File: config.mk
export PLATFORM = sky130hd
export DESIGN_NAME = calendar_clock_with_alarm_unit
export DESIGN_NICKNAME = d
export VERILOG_FILES = /design/src/hw/rtl/cca_pkg.sv /design/src/hw/rtl/calendar_clock_with_alarm_unit.sv /design/src/hw/rtl/cca_apb_regs.sv /design/src/hw/rtl/cca_update.sv
export SDC_FILE = /design/constraint.sdc
export NUM_CORES = 1
export LEC_CHECK = 0
export BUFFER_PORTS_ARGS = -buffer_cell sky130_fd_sc_hd__buf_2
export CORE_ASPECT_RATIO = 2
export CORE_MARGIN = 2
export CORE_UTILIZATION = 60
export DETAILED_ROUTE_END_ITERATION = 6
export PLACE_DENSITY = 0.85
export SYNTH_ARGS = -nofsm -noshare
export SYNTH_HDL_FRONTEND = slang
export SYNTH_SLANG_ARGS = --single-unit
File: constraint.sdc
create_clock -name clk -period 21.8 [get_ports clk]
set_clock_uncertainty 0.05 [all_clocks]
set_input_delay 4.36 -clock clk [delete_from_list [all_inputs] [get_ports clk]]
set_output_delay 4.36 -clock clk [all_outputs]
set_load 0.05 [all_outputs]
File: src/hw/rtl/cca_pkg.sv
package cca_pkg;

    localparam int AddrWidth = 5;
    localparam int DataWidth = 32;

    localparam logic [2:0] RegAlarmYear     = 3'd0;
    localparam logic [2:0] RegAlarmMonth    = 3'd1;
    localparam logic [2:0] RegAlarmDay      = 3'd2;
    localparam logic [2:0] RegAlarmHour     = 3'd3;
    localparam logic [2:0] RegAlarmMinute   = 3'd4;
    localparam logic [2:0] RegAlarmSecond   = 3'd5;
    localparam logic [2:0] RegAlarmEnable   = 3'd6;
    localparam logic [2:0] RegAlarmTimeOnly = 3'd7;

    localparam logic FuncTick = 1'b0;
    localparam logic FuncLoad = 1'b1;

    localparam logic [4:0] LenLong  = 5'd31;
    localparam logic [4:0] LenShort = 5'd30;
    localparam logic [4:0] LenLeap  = 5'd29;
    localparam logic [4:0] LenFeb   = 5'd28;
    localparam logic [5:0] SecMax   = 6'd59;
    localparam logic [4:0] HourMax  = 5'd23;
    localparam logic [6:0] YearMax  = 7'd99;
    localparam logic [5:0] UtcShift = 6'd8;
    localparam logic [5:0] DayHours = 6'd24;

    typedef struct packed {
        logic        func;
        logic [47:0] date_digits;
        logic [47:0] time_digits;
        logic        convert_from_utc;
        logic        add_catchup_second;
    } cmd_word_t;

    typedef struct packed {
        logic [6:0] year_now;
        logic [3:0] month_now;
        logic [4:0] day_now;
        logic [4:0] hour_now;
        logic [5:0] minute_now;
        logic [5:0] second_now;
        logic       alarm_hit;
    } res_word_t;

    typedef struct packed {
        logic [6:0] year;
        logic [3:0] month;
        logic [4:0] day;
        logic [4:0] hour;
        logic [5:0] minute;
        logic [5:0] second;
    } clock_t;

    typedef struct packed {
        logic [6:0] year;
        logic [3:0] month;
        logic [4:0] day;
        logic [4:0] hour;
        logic [5:0] minute;
        logic [5:0] second;
        logic       enable;
        logic       time_only;
    } alarm_cfg_t;

    // high*10 + low from the low nibbles of two ASCII bytes
    function automatic logic [7:0] digit_pair(input logic [15:0] pair);
        logic [7:0] hi;
        logic [7:0] lo;
        hi = {4'd0, pair[11:8]};
        lo = {4'd0, pair[3:0]};
        return (hi << 3) + (hi << 1) + lo;
    endfunction

    // 2000 + yoff: leap when yoff divisible by 4, except 2100
    function automatic logic is_leap(input logic [6:0] yoff);
        return (yoff[1:0] == 2'd0) && (yoff != 7'd100);
    endfunction

    function automatic clock_t next_day(input clock_t c);
        clock_t     r;
        logic [4:0] len;
        logic [5:0] d1;
        logic       known;
        r     = c;
        len   = LenLong;
        known = 1'b1;
        case (c.month)
            4'd1, 4'd3, 4'd5, 4'd7, 4'd8, 4'd10, 4'd12: len = LenLong;
            4'd4, 4'd6, 4'd9, 4'd11:                    len = LenShort;
            4'd2:    len = is_leap(c.year) ? LenLeap : LenFeb;
            default: known = 1'b0;
        endcase
        d1 = {1'b0, c.day} + 6'd1;
        if (known)
        begin
            if (d1 > {1'b0, len})
            begin
                d1 = d1 - {1'b0, len};
                if (c.month >= 4'd12)
                begin
                    r.month = 4'd1;
                    r.year  = (c.year >= YearMax) ? 7'd0 : c.year + 7'd1;
                end
                else
                begin
                    r.month = c.month + 4'd1;
                end
            end
            r.day = d1[4:0];
        end
        return r;
    endfunction

    function automatic clock_t next_second(input clock_t c);
        clock_t r;
        r = c;
        if (c.second < SecMax)
        begin
            r.second = c.second + 6'd1;
        end
        else if (c.minute < SecMax)
        begin
            r.second = 6'd0;
            r.minute = c.minute + 6'd1;
        end
        else if (c.hour < HourMax)
        begin
            r.second = 6'd0;
            r.minute = 6'd0;
            r.hour   = c.hour + 5'd1;
        end
        else
        begin
            r.second = 6'd0;
            r.minute = 6'd0;
            r.hour   = 5'd0;
            r        = next_day(r);
        end
        return r;
    endfunction

endpackage

File: src/hw/rtl/calendar_clock_with_alarm_unit.sv
// An accepted command word is held in the command register and its result
// word in the result register. Throughput: one word per cycle while the
// result is not stalled; the calendar update is one pass of logic between
// command and result registers. Reset (rst_n low, asynchronous): clock
// state, alarm registers and both valid flags clear to zero.
module calendar_clock_with_alarm_unit (
    input  logic                            clk,
    input  logic                            rst_n,
    input  logic                            cmd_valid,
    output logic                            cmd_stall,
    input  cca_pkg::cmd_word_t              cmd_word,
    output logic                            res_valid,
    input  logic                            res_stall,
    output cca_pkg::res_word_t              res_word,
    input  logic                            psel,
    input  logic                            penable,
    input  logic                            pwrite,
    input  logic [cca_pkg::AddrWidth-1:0]   paddr,
    input  logic [cca_pkg::DataWidth-1:0]   pwdata,
    output logic [cca_pkg::DataWidth-1:0]   prdata,
    output logic                            pready
);

    cca_pkg::alarm_cfg_t alarm_cfg;
    cca_pkg::cmd_word_t  cmd_reg;
    logic                cmd_valid_reg;
    cca_pkg::res_word_t  res_reg;
    logic                res_valid_reg;
    cca_pkg::clock_t     clock_reg;
    cca_pkg::clock_t     clock_next;
    logic                hit;
    logic                move;
    logic                take;

    cca_apb_regs u_regs (
        .clk       (clk),
        .rst_n     (rst_n),
        .psel      (psel),
        .penable   (penable),
        .pwrite    (pwrite),
        .paddr     (paddr),
        .pwdata    (pwdata),
        .prdata    (prdata),
        .pready    (pready),
        .alarm_cfg (alarm_cfg)
    );

    cca_update u_update (
        .cmd       (cmd_reg),
        .cur       (clock_reg),
        .alarm_cfg (alarm_cfg),
        .nxt       (clock_next),
        .hit       (hit)
    );

    assign move      = cmd_valid_reg && (!res_valid_reg || !res_stall);
    assign cmd_stall = cmd_valid_reg && !move;
    assign take      = cmd_valid && !cmd_stall;
    assign res_valid = res_valid_reg;
    assign res_word  = res_reg;

    always_ff @(posedge clk or negedge rst_n)
    begin
        if (!rst_n)
        begin
            cmd_valid_reg <= 1'b0;
            res_valid_reg <= 1'b0;
            clock_reg     <= '0;
        end
        else
        begin
            if (take)
            begin
                cmd_valid_reg <= 1'b1;
            end
            else if (move)
            begin
                cmd_valid_reg <= 1'b0;
            end
            if (move)
            begin
                res_valid_reg <= 1'b1;
                clock_reg     <= clock_next;
            end
            else if (!res_stall)
            begin
                res_valid_reg <= 1'b0;
            end
        end
    end

    always_ff @(posedge clk)
    begin
        if (take)
        begin
            cmd_reg <= cmd_word;
        end
        if (move)
        begin
            res_reg <= {clock_next.year, clock_next.month, clock_next.day,
                        clock_next.hour, clock_next.minute, clock_next.second, hit};
        end
    end

`ifndef NO_ASSERTIONS
    a_move_gives_word: assert property (@(posedge clk) disable iff (!rst_n)
        move |=> res_valid)
        else $error("result word missing after update");

    a_state_holds: assert property (@(posedge clk) disable iff (!rst_n)
        !move |=> $stable(clock_reg))
        else $error("clock state changed without a word");

    a_tick_second: assert property (@(posedge clk) disable iff (!rst_n)
        (move && (cmd_reg.func == cca_pkg::FuncTick) && (clock_reg.second < cca_pkg::SecMax))
        |=> (clock_reg.second == $past(clock_reg.second) + 6'd1))
        else $error("tick did not advance the second");
`endif

endmodule

File: src/hw/rtl/cca_apb_regs.sv
module cca_apb_regs (
    input  logic                            clk,
    input  logic                            rst_n,
    input  logic                            psel,
    input  logic                            penable,
    input  logic                            pwrite,
    input  logic [cca_pkg::AddrWidth-1:0]   paddr,
    input  logic [cca_pkg::DataWidth-1:0]   pwdata,
    output logic [cca_pkg::DataWidth-1:0]   prdata,
    output logic                            pready,
    output cca_pkg::alarm_cfg_t             alarm_cfg
);

    cca_pkg::alarm_cfg_t cfg_reg;
    logic [2:0]          sel;
    logic                wr;

    assign pready    = 1'b1;
    assign sel       = paddr[4:2];
    assign wr        = psel && penable && pwrite;
    assign alarm_cfg = cfg_reg;

    always_ff @(posedge clk or negedge rst_n)
    begin
        if (!rst_n)
        begin
            cfg_reg <= '0;
        end
        else if (wr)
        begin
            unique case (sel)
                cca_pkg::RegAlarmYear:     cfg_reg.year      <= pwdata[6:0];
                cca_pkg::RegAlarmMonth:    cfg_reg.month     <= pwdata[3:0];
                cca_pkg::RegAlarmDay:      cfg_reg.day       <= pwdata[4:0];
                cca_pkg::RegAlarmHour:     cfg_reg.hour      <= pwdata[4:0];
                cca_pkg::RegAlarmMinute:   cfg_reg.minute    <= pwdata[5:0];
                cca_pkg::RegAlarmSecond:   cfg_reg.second    <= pwdata[5:0];
                cca_pkg::RegAlarmEnable:   cfg_reg.enable    <= pwdata[0];
                cca_pkg::RegAlarmTimeOnly: cfg_reg.time_only <= pwdata[0];
                default: ;
            endcase
        end
    end

    always_comb
    begin
        prdata = '0;
        unique case (sel)
            cca_pkg::RegAlarmYear:     prdata = {25'd0, cfg_reg.year};
            cca_pkg::RegAlarmMonth:    prdata = {28'd0, cfg_reg.month};
            cca_pkg::RegAlarmDay:      prdata = {27'd0, cfg_reg.day};
            cca_pkg::RegAlarmHour:     prdata = {27'd0, cfg_reg.hour};
            cca_pkg::RegAlarmMinute:   prdata = {26'd0, cfg_reg.minute};
            cca_pkg::RegAlarmSecond:   prdata = {26'd0, cfg_reg.second};
            cca_pkg::RegAlarmEnable:   prdata = {31'd0, cfg_reg.enable};
            cca_pkg::RegAlarmTimeOnly: prdata = {31'd0, cfg_reg.time_only};
            default:                   prdata = '0;
        endcase
    end

endmodule

File: src/hw/rtl/cca_update.sv
module cca_update (
    input  cca_pkg::cmd_word_t  cmd,
    input  cca_pkg::clock_t     cur,
    input  cca_pkg::alarm_cfg_t alarm_cfg,
    output cca_pkg::clock_t     nxt,
    output logic                hit
);

    cca_pkg::clock_t loaded;
    cca_pkg::clock_t shifted;
    logic [7:0]      dd;
    logic [7:0]      mo;
    logic [7:0]      yy;
    logic [7:0]      hh;
    logic [7:0]      mi;
    logic [7:0]      ss;
    logic [5:0]      utc_hour;
    logic            time_eq;
    logic            date_eq;

    assign dd = cca_pkg::digit_pair(cmd.date_digits[47:32]);
    assign mo = cca_pkg::digit_pair(cmd.date_digits[31:16]);
    assign yy = cca_pkg::digit_pair(cmd.date_digits[15:0]);
    assign hh = cca_pkg::digit_pair(cmd.time_digits[47:32]);
    assign mi = cca_pkg::digit_pair(cmd.time_digits[31:16]);
    assign ss = cca_pkg::digit_pair(cmd.time_digits[15:0]);

    always_comb
    begin
        loaded.day    = dd[4:0];
        loaded.month  = mo[3:0];
        loaded.year   = yy[6:0];
        loaded.hour   = hh[4:0];
        loaded.minute = mi[5:0];
        loaded.second = ss[5:0];
        utc_hour      = {1'b0, loaded.hour} + cca_pkg::UtcShift;
        shifted       = loaded;
        if (cmd.convert_from_utc)
        begin
            if (utc_hour >= cca_pkg::DayHours)
            begin
                shifted.hour = 5'(utc_hour - cca_pkg::DayHours);
                shifted      = cca_pkg::next_day(shifted);
            end
            else
            begin
                shifted.hour = utc_hour[4:0];
            end
        end
        if (cmd.func == cca_pkg::FuncLoad)
        begin
            nxt = cmd.add_catchup_second ? cca_pkg::next_second(shifted) : shifted;
        end
        else
        begin
            nxt = cca_pkg::next_second(cur);
        end
    end

    assign time_eq = (alarm_cfg.hour == nxt.hour) && (alarm_cfg.minute == nxt.minute)
                     && (alarm_cfg.second == nxt.second);
    assign date_eq = (alarm_cfg.year == nxt.year) && (alarm_cfg.month == nxt.month)
                     && (alarm_cfg.day == nxt.day);
    assign hit     = alarm_cfg.enable && time_eq && (alarm_cfg.time_only || date_eq);

endmodule
==> results.json, run 1 <==
{
  "maxCapViolations": 0,
  "finalSetupTns_ns": 0,
  "synthArstFlopShare": 0.455,
  "swShare": 0.433,
  "worstSetupEndpointType": "output pin",
  "path_class": "input port to output pin",
  "clockBufferDepth": 2,
  "first_global_vias": 10200,
  "hold_buffers": 0,
  "final_nets": 1541,
  "post-dp-hpwl_um": 26000,
  "avgRoutedWirePerCell_um": 21.4,
  "fillers": 1551,
  "cts-root-buf": "clkbuf_16",
  "r2r-end": "res_word[0]",
  "period_needed_ns": 10.29,
  "clock-sinks": 154,
  "grt_pass1_wl_um": 52900,
  "drcViolationCount": 3,
  "cts_buffers": 17,
  "rsz0062_at_grt": "false",
  "synth_common_cells": "111 x nand2_1, 84 x edfxtp_1, 80 x nor2_1",
  "clockPowerShare": 0.234,
  "drive_above_1_share": 0.179,
  "r2r_slack_ns": 11.54,
  "path_max_fanout": 17,
  "synthDistinctLibCells": 97,
  "hold_viol_final": 0,
  "reg2reg_depth": 33,
  "dieArea_um2": 20900,
  "die_y_um": 202,
  "synthTopCellsByArea": "edfxtp_1 21%, dfrtp_1 15%, ha_1 6.9%",
  "p_leak_nw": 5.29,
  "ys.flop_type": "edfxtp_1",
  "firstDrtPassIters": 7,
  "critPathArrivalTime_ns": 5.88,
  "yosysTopAreaCell": "edfxtp_1",
  "post-cts-setup-buffer-count": 0,
  "drtAntennaViolNets": 0,
  "largest_register_ffs": 50,
  "row_count": 72,
  "r2r_start": "cmd_reg[58]",
  "violations": "DRC",
  "seqPwrFrac": 0.343,
  "worstPathRequired_ns": 17.39,
  "peakVddDrop_mv": 0.0702,
  "synth_area_um2": 11800,
  "drv_slew": 0,
  "synth_edf_count": 84,
  "slew-limit-headroom": 0.206,
  "cts_htree_levels": 4,
  "grt_max_degree": 72,
  "clkLatencyLatePin_ns": 0.45,
  "finalSetupViolCount": 0,
  "p_per_area_nw_per_um2": 97.1,
  "hold_class": "flop to flop",
  "status": "finished with violations",
  "drtIter0Drc": 648,
  "die_w_um": 103,
  "fin_crit_sh": 0.472,
  "hold_depth": 1,
  "ys_seq_elements": 154,
  "cp-start-kind": "input port",
  "drt-total-wl_um": 34200,
  "clk_pin_slew_ns": 0.07,
  "p_sw_uw": 542,
  "num_vias": 10500,
  "yosysSeqAreaShare": 0.362,
  "core_um2": 19400,
  "whs_endpoint": "res_valid",
  "power_frac_comb": 0.423,
  "io_pins": 212,
  "p_int_uw": 711,
  "grt-ovfl-total": 0,
  "synth_most_common_cell": "nand2_1",
  "initial_core_util": 0.610,
  "grt_usage": 0.338,
  "syn_inst": 1242,
  "min_from": "cmd_valid_reg",
  "syn_avg_cell_area_um2": 9.51,
  "cts_resized": 0,
  "ys.warnings.count": 0,
  "area_delta_synth_final_pct": 9.23,
  "port-buffer-count": 109,
  "antenna_found_initial": 2,
  "tightest_slew_ns": 1.19,
  "gp_congestion": 0.969,
  "fmax_mhz": 97.2,
  "cts_tree": "built",
  "yosysTopAreaCellShare": 0.213,
  "via_per_inst": 6.56,
  "finalPower_mw": 1.25
}
placed cells by master, fill, tap and decap left out, types with 17 or more instances in the layout:
| master | synthesis | final |
|---|---|---|
| nand2_1 | 111 | 111 |
| inv_1 | 71 | 70 |
| nand4_1 | 20 | 20 |
| nor2_1 | 80 | 80 |
| xor2_1 | 24 | 24 |
| a31oi_1 | 29 | 29 |
| nor3_1 | 31 | 31 |
| a21oi_1 | 47 | 47 |
| edfxtp_1 | 84 | 84 |
| o21ai_0 | 55 | 55 |
| buf_2 | 4 | 109 |
| ha_1 | 65 | 65 |
| mux2_2 | 51 | 51 |
| dfrtp_1 | 70 | 70 |
| conb_1 | 2 | 26 |
| clkbuf_16 | 0 | 18 |
| and3_1 | 17 | 17 |
| nand3_1 | 48 | 48 |
| mux2i_1 | 21 | 21 |
| xnor2_1 | 29 | 29 |
worst max-delay path by stage:
stage	start	to	slack [ns]	depth (start not counted)
final	paddr[3]	prdata[3]	11.51	5
after CTS	paddr[3]	prdata[3]	11.56	5
after detailed placement	paddr[3]	prdata[3]	11.55	5
after floorplan	paddr[4]	prdata[3]	11.29	5
after global routing	cmd_reg[58]	res_word[0]	11.03	33
after global placement	paddr[3]	prdata[3]	11.57	5
cells by family after synthesis:
kind of cell / after synthesis / synth area share
and+or+nand+nor: 419 / 0.182
AOI/OAI and AO/OA: 307 / 0.186
DFF: 154 / 0.362
buffers and inverters: 152 / 0.0660
adders and majority gates: 79 / 0.0917
muxes: 74 / 0.0702
xor gates and xnor gates: 55 / 0.0426
other: 2 / 0.000636
critical path, cell delays in order:
cell and delay, ns:
buf_2 0.30, nor2b_1 0.48, a22oi_1 0.17, a21oi_1 0.25, buf_2 0.31
routing by layer:
metal  vias up  part of all wire  track usage  wire length [um]
li1       4770                 -            -                 -
met1      5020              0.32        0.326             10900
met2       498              0.53        0.599             18200
met3       174             0.052       0.0596              1790
met4         0             0.095        0.275              3260
met5         -                 0            0                 0
layout make-up:
class	instances	area, um^2	share of cell area
multi-input cells	960	6850	0.531
flip-flops and latches	154	4270	0.331
repair buffers	116	598	0.0463
clock buffers	19	464	0.0360
well taps	259	324	0.0251
inverters	71	267	0.0206
clock inverters	13	121	0.00940
diodes	2	5.00	0.000388
stage by stage:
| step | area (um^2) | util | instances | hold WS (ns) | setup WS [ns] |
|---|---|---|---|---|---|
| after floorplan | 11900 | - | 1266 | 0.406 | 11.29 |
| after global placement | 12300 | 0.636 | 1560 | 0.417 | 11.57 |
| after detailed placement | 12300 | 0.636 | 1560 | 0.442 | 11.55 |
| after CTS | 12900 | 0.666 | 1592 | 0.446 | 11.56 |
| after global routing | 12900 | 0.666 | 1594 | 0.488 | 11.03 |
| final | 12900 | 0.666 | 1594 | 0.450 | 11.51 |
power groups by stage:
| stage | registers (mW) | logic, mW | clock network (mW) |
|---|---|---|---|
| after floorplan | 0.442 | 0.370 | 0 |
| after global placement | 0.430 | 0.503 | 0 |
| after detailed placement | 0.432 | 0.515 | 0 |
| after CTS | 0.427 | 0.520 | 0.296 |
| after global routing | 0.437 | 0.571 | 0.307 |
| final | 0.430 | 0.530 | 0.294 |
(Power assumes the default switching activity.)
==> run 2, diff against run 1 <==
--- a/config.mk
+++ b/config.mk
@@ -5,12 +5,13 @@
 export SDC_FILE = /design/constraint.sdc
 export NUM_CORES = 1
 export LEC_CHECK = 0
+export ABC_AREA = 1
 export BUFFER_PORTS_ARGS = -buffer_cell sky130_fd_sc_hd__buf_2
 export CORE_ASPECT_RATIO = 2
 export CORE_MARGIN = 2
-export CORE_UTILIZATION = 60
+export CORE_UTILIZATION = 51
 export DETAILED_ROUTE_END_ITERATION = 6
-export PLACE_DENSITY = 0.85
+export PLACE_DENSITY = 0.78
 export SYNTH_ARGS = -nofsm -noshare
 export SYNTH_HDL_FRONTEND = slang
 export SYNTH_SLANG_ARGS = --single-unit
==> constraint.sdc (replaced) <==
create_clock -name clk -period 9.1 [get_ports clk]
set_clock_uncertainty 0.05 [all_clocks]
set_input_delay 1.82 -clock clk [delete_from_list [all_inputs] [get_ports clk]]
set_output_delay 1.82 -clock clk [all_outputs]
set_load 0.05 [all_outputs]
==> run 2 against run 1 <==
  * The flow now finishes without violations
  * Critical path depth grew 41
  * First-iteration DRC count shrank 24%
  * Synthesized cell count grew 8.3%
  * Final area shrank 6.6%
  * Cell count grew 9.0%
  * Total power grew 130%
  * Register-to-register slack lost 11 ns
  * Sequential share of layout area grew 2.4 points
  * Global-route usage shrank 8.1 points
  * Hold slack lost 0.0043 ns
==> results.json, run 2 <==
{
  "synthTopCellsByArea": "edfxtp_1 23%, dfrtp_1 16%, nand2_1 11%",
  "cts_tree": "built",
  "swShare": 0.423,
  "cts_resized": 0,
  "grt-ovfl-total": 0,
  "cp-start-kind": "flop",
  "fmax_mhz": 122,
  "p_int_mw": 1.65,
  "synthDistinctLibCells": 56,
  "syn_inst": 1345,
  "ys_seq_elements": 154,
  "gp_congestion": 0.931,
  "num_vias": 9477,
  "reg2reg_depth": 46,
  "synth_edf_count": 84,
  "syn_avg_cell_area_um2": 8.01,
  "p_per_area_nw_per_um2": 238,
  "die_y_um": 210,
  "path_delay_family": "simple AND/OR/NAND/NOR gates",
  "period_needed_ns": 8.19,
  "via_per_inst": 5.45,
  "grt_pass1_wl_um": 44000,
  "synthArstFlopShare": 0.455,
  "register_area_um2": 4270,
  "synth_area_um2": 10800,
  "yosysTopAreaCellShare": 0.234,
  "post-cts-setup-buffer-count": 0,
  "path_depth": 46,
  "hold_buffers": 0,
  "grt.busiest_layer": "met2",
  "firstDrtPassIters": 6,
  "r2r_slack_ns": 0.91,
  "mostFrequentLayoutCell": "nand2_1",
  "dieArea_um2": 22400,
  "cp-endpoint": "res_word[0]",
  "r2r_start": "cmd_reg[58]",
  "cts_htree_levels": 4,
  "drcViolationCount": 0,
  "grt_max_degree": 71,
  "critical_path_buf_inv_count": 8,
  "p_leak_nw": 5.80,
  "cpMaxStageDelayCell": "fa_1",
  "avgRoutedWirePerCell_um": 16.2,
  "final_cell_area_um2": 12000,
  "final_nets": 1677,
  "placed_cell_area_um2": 11500,
  "met3_usage": 0.0488,
  "clockPowerShare": 0.244,
  "finalSetupTns_ns": 0,
  "first_global_vias": 9402,
  "clockBufferDepth": 2,
  "critPathArrivalTime_ns": 8.43,
  "drtIter0Drc": 495,
  "cts_buffers": 17,
  "ys.flop_type": "edfxtp_1",
  "multi_input_area_um2": 5480,
  "critPathMaxStageDelay_ns": 0.49,
  "fin_crit_sh": 0.900,
  "yosysTopAreaCell": "edfxtp_1",
  "path_max_fanout": 16,
  "antenna_found_initial": 0,
  "port-buffer-count": 109,
  "synth_common_cells": "311 x nand2_1, 211 x inv_1, 100 x nor2_1",
  "worstPathRequired_ns": 9.34,
  "met1_usage": 0.217,
  "clock-sinks": 154,
  "seqPwrFrac": 0.353,
  "drtAntennaViolNets": 0,
  "tightest_slew_ns": 1.15,
  "grt_usage": 0.257,
  "rsz0062_at_grt": "false",
  "peakVddDrop_mv": 0.204,
  "status": "finished clean",
  "finalSetupViolCount": 0,
  "clk_pin_slew_ns": 0.06,
  "p_sw_mw": 1.21,
  "worstSetupEndpointType": "flop",
  "slew-limit-headroom": 0.234,
  "drv_slew": 0,
  "r2r-end": "res_word[0]",
  "row_count": 75,
  "n_antenna_cell": 0,
  "power_frac_comb": 0.403,
  "hold_class": "flop to flop",
  "synth_most_common_cell": "nand2_1",
  "layout_common_cells": "311 x nand2_1, 209 x inv_1, 109 x buf_2, 100 x nor2_1, 96 x nand3_1",
  "die_w_um": 107,
  "crit_start": "cmd_reg[58]",
  "finalPower_mw": 2.87,
  "drive_above_1_share": 0.137,
  "ys.warnings.count": 0,
  "io_pins": 212,
  "yosysSeqAreaShare": 0.397,
  "post-dp-hpwl_um": 22200,
  "hold_viol_final": 0,
  "min_from": "u_regs.alarm_cfg[18]",
  "area_delta_synth_final_pct": 11.8,
  "clkLatencyLatePin_ns": 0.45,
  "fillers": 1938,
  "drt-total-wl_um": 28100,
  "path_class": "flop to flop",
  "largest_register_ffs": 50,
  "maxCapViolations": 0,
  "core_um2": 20800,
  "met2_usage": 0.492,
  "cts-root-buf": "clkbuf_16",
  "initial_core_util": 0.517
}
run 2: how the worst min path moves through the flow:
stage | slack [ns] | depth (start not counted) | to
after floorplan | 0.40 | 2 | clock_reg[5]
after global placement | 0.42 | 2 | u_regs.alarm_cfg[18]
after global routing | 0.48 | 2 | clock_reg[5]
after detailed placement | 0.43 | 2 | u_regs.alarm_cfg[18]
after CTS | 0.45 | 2 | u_regs.alarm_cfg[18]
final | 0.45 | 2 | u_regs.alarm_cfg[18]
run 2: layout make-up:
cell class | count | area share
multi-input cells | 953 | 0.454
flip-flops and latches | 154 | 0.355
inverters | 217 | 0.0677
repair buffers | 113 | 0.0478
clock buffers | 21 | 0.0374
well taps | 269 | 0.0279
clock inverters | 11 | 0.0101
run 2: power groups by stage:
stage | logic (mW) | registers (mW) | clock network, mW
final | 1.15 | 1.01 | 0.699
after global routing | 1.28 | 1.03 | 0.732
after CTS | 1.15 | 1.01 | 0.710
after detailed placement | 1.14 | 1.02 | 0
after global placement | 1.12 | 1.02 | 0
after floorplan | 0.801 | 1.08 | 0
run 2: stage by stage:
| step | utilization | setup slack, ns | instances | hold WS, ns |
|---|---|---|---|---|
| 2_1_floorplan | - | 2.77 | 1369 | 0.403 |
| 6_report | 0.578 | 0.911 | 1738 | 0.446 |
| 5_1_grt | 0.578 | 0.365 | 1738 | 0.480 |
| 3_5_place_dp | 0.551 | 1.07 | 1706 | 0.434 |
| 4_1_cts | 0.578 | 1.00 | 1738 | 0.446 |
| 3_3_place_gp | 0.551 | 1.07 | 1706 | 0.417 |
run 2: logic make-up (layout without fill, tap and decap cells):
| logic type | after synthesis | count (layout) | synth area share |
|---|---|---|---|
| AO/OA/AOI/OAI | 196 | 196 | 0.108 |
| XOR/XNOR | 43 | 43 | 0.0349 |
| adder cells (fa/ha/maj) | 78 | 78 | 0.0996 |
| buffers and inverters | 262 | 362 | 0.104 |
| flip-flops | 154 | 154 | 0.397 |
| multiplexers | 2 | 2 | 0.00209 |
| other | 2 | 26 | 0.000697 |
| AND/OR/NAND/NOR | 608 | 608 | 0.254 |
run 2: layer usage:
layer	part of all wire	wire length (um)
met5	0	0
met4	0.086	2430
met1	0.32	9040
met3	0.041	1140
met2	0.55	15500
run 2: worst reg2reg max path: cells and delay by family (launching register included):
family | cells | cell delay [ns]
AND/OR/NAND/NOR | 24 | 3.05
XOR/XNOR | 1 | 0.28
flip-flops | 1 | 0.34
AO/OA/AOI/OAI | 6 | 1.31
adder cells (fa/ha/maj) | 7 | 2.22
buffers and inverters | 8 | 0.80
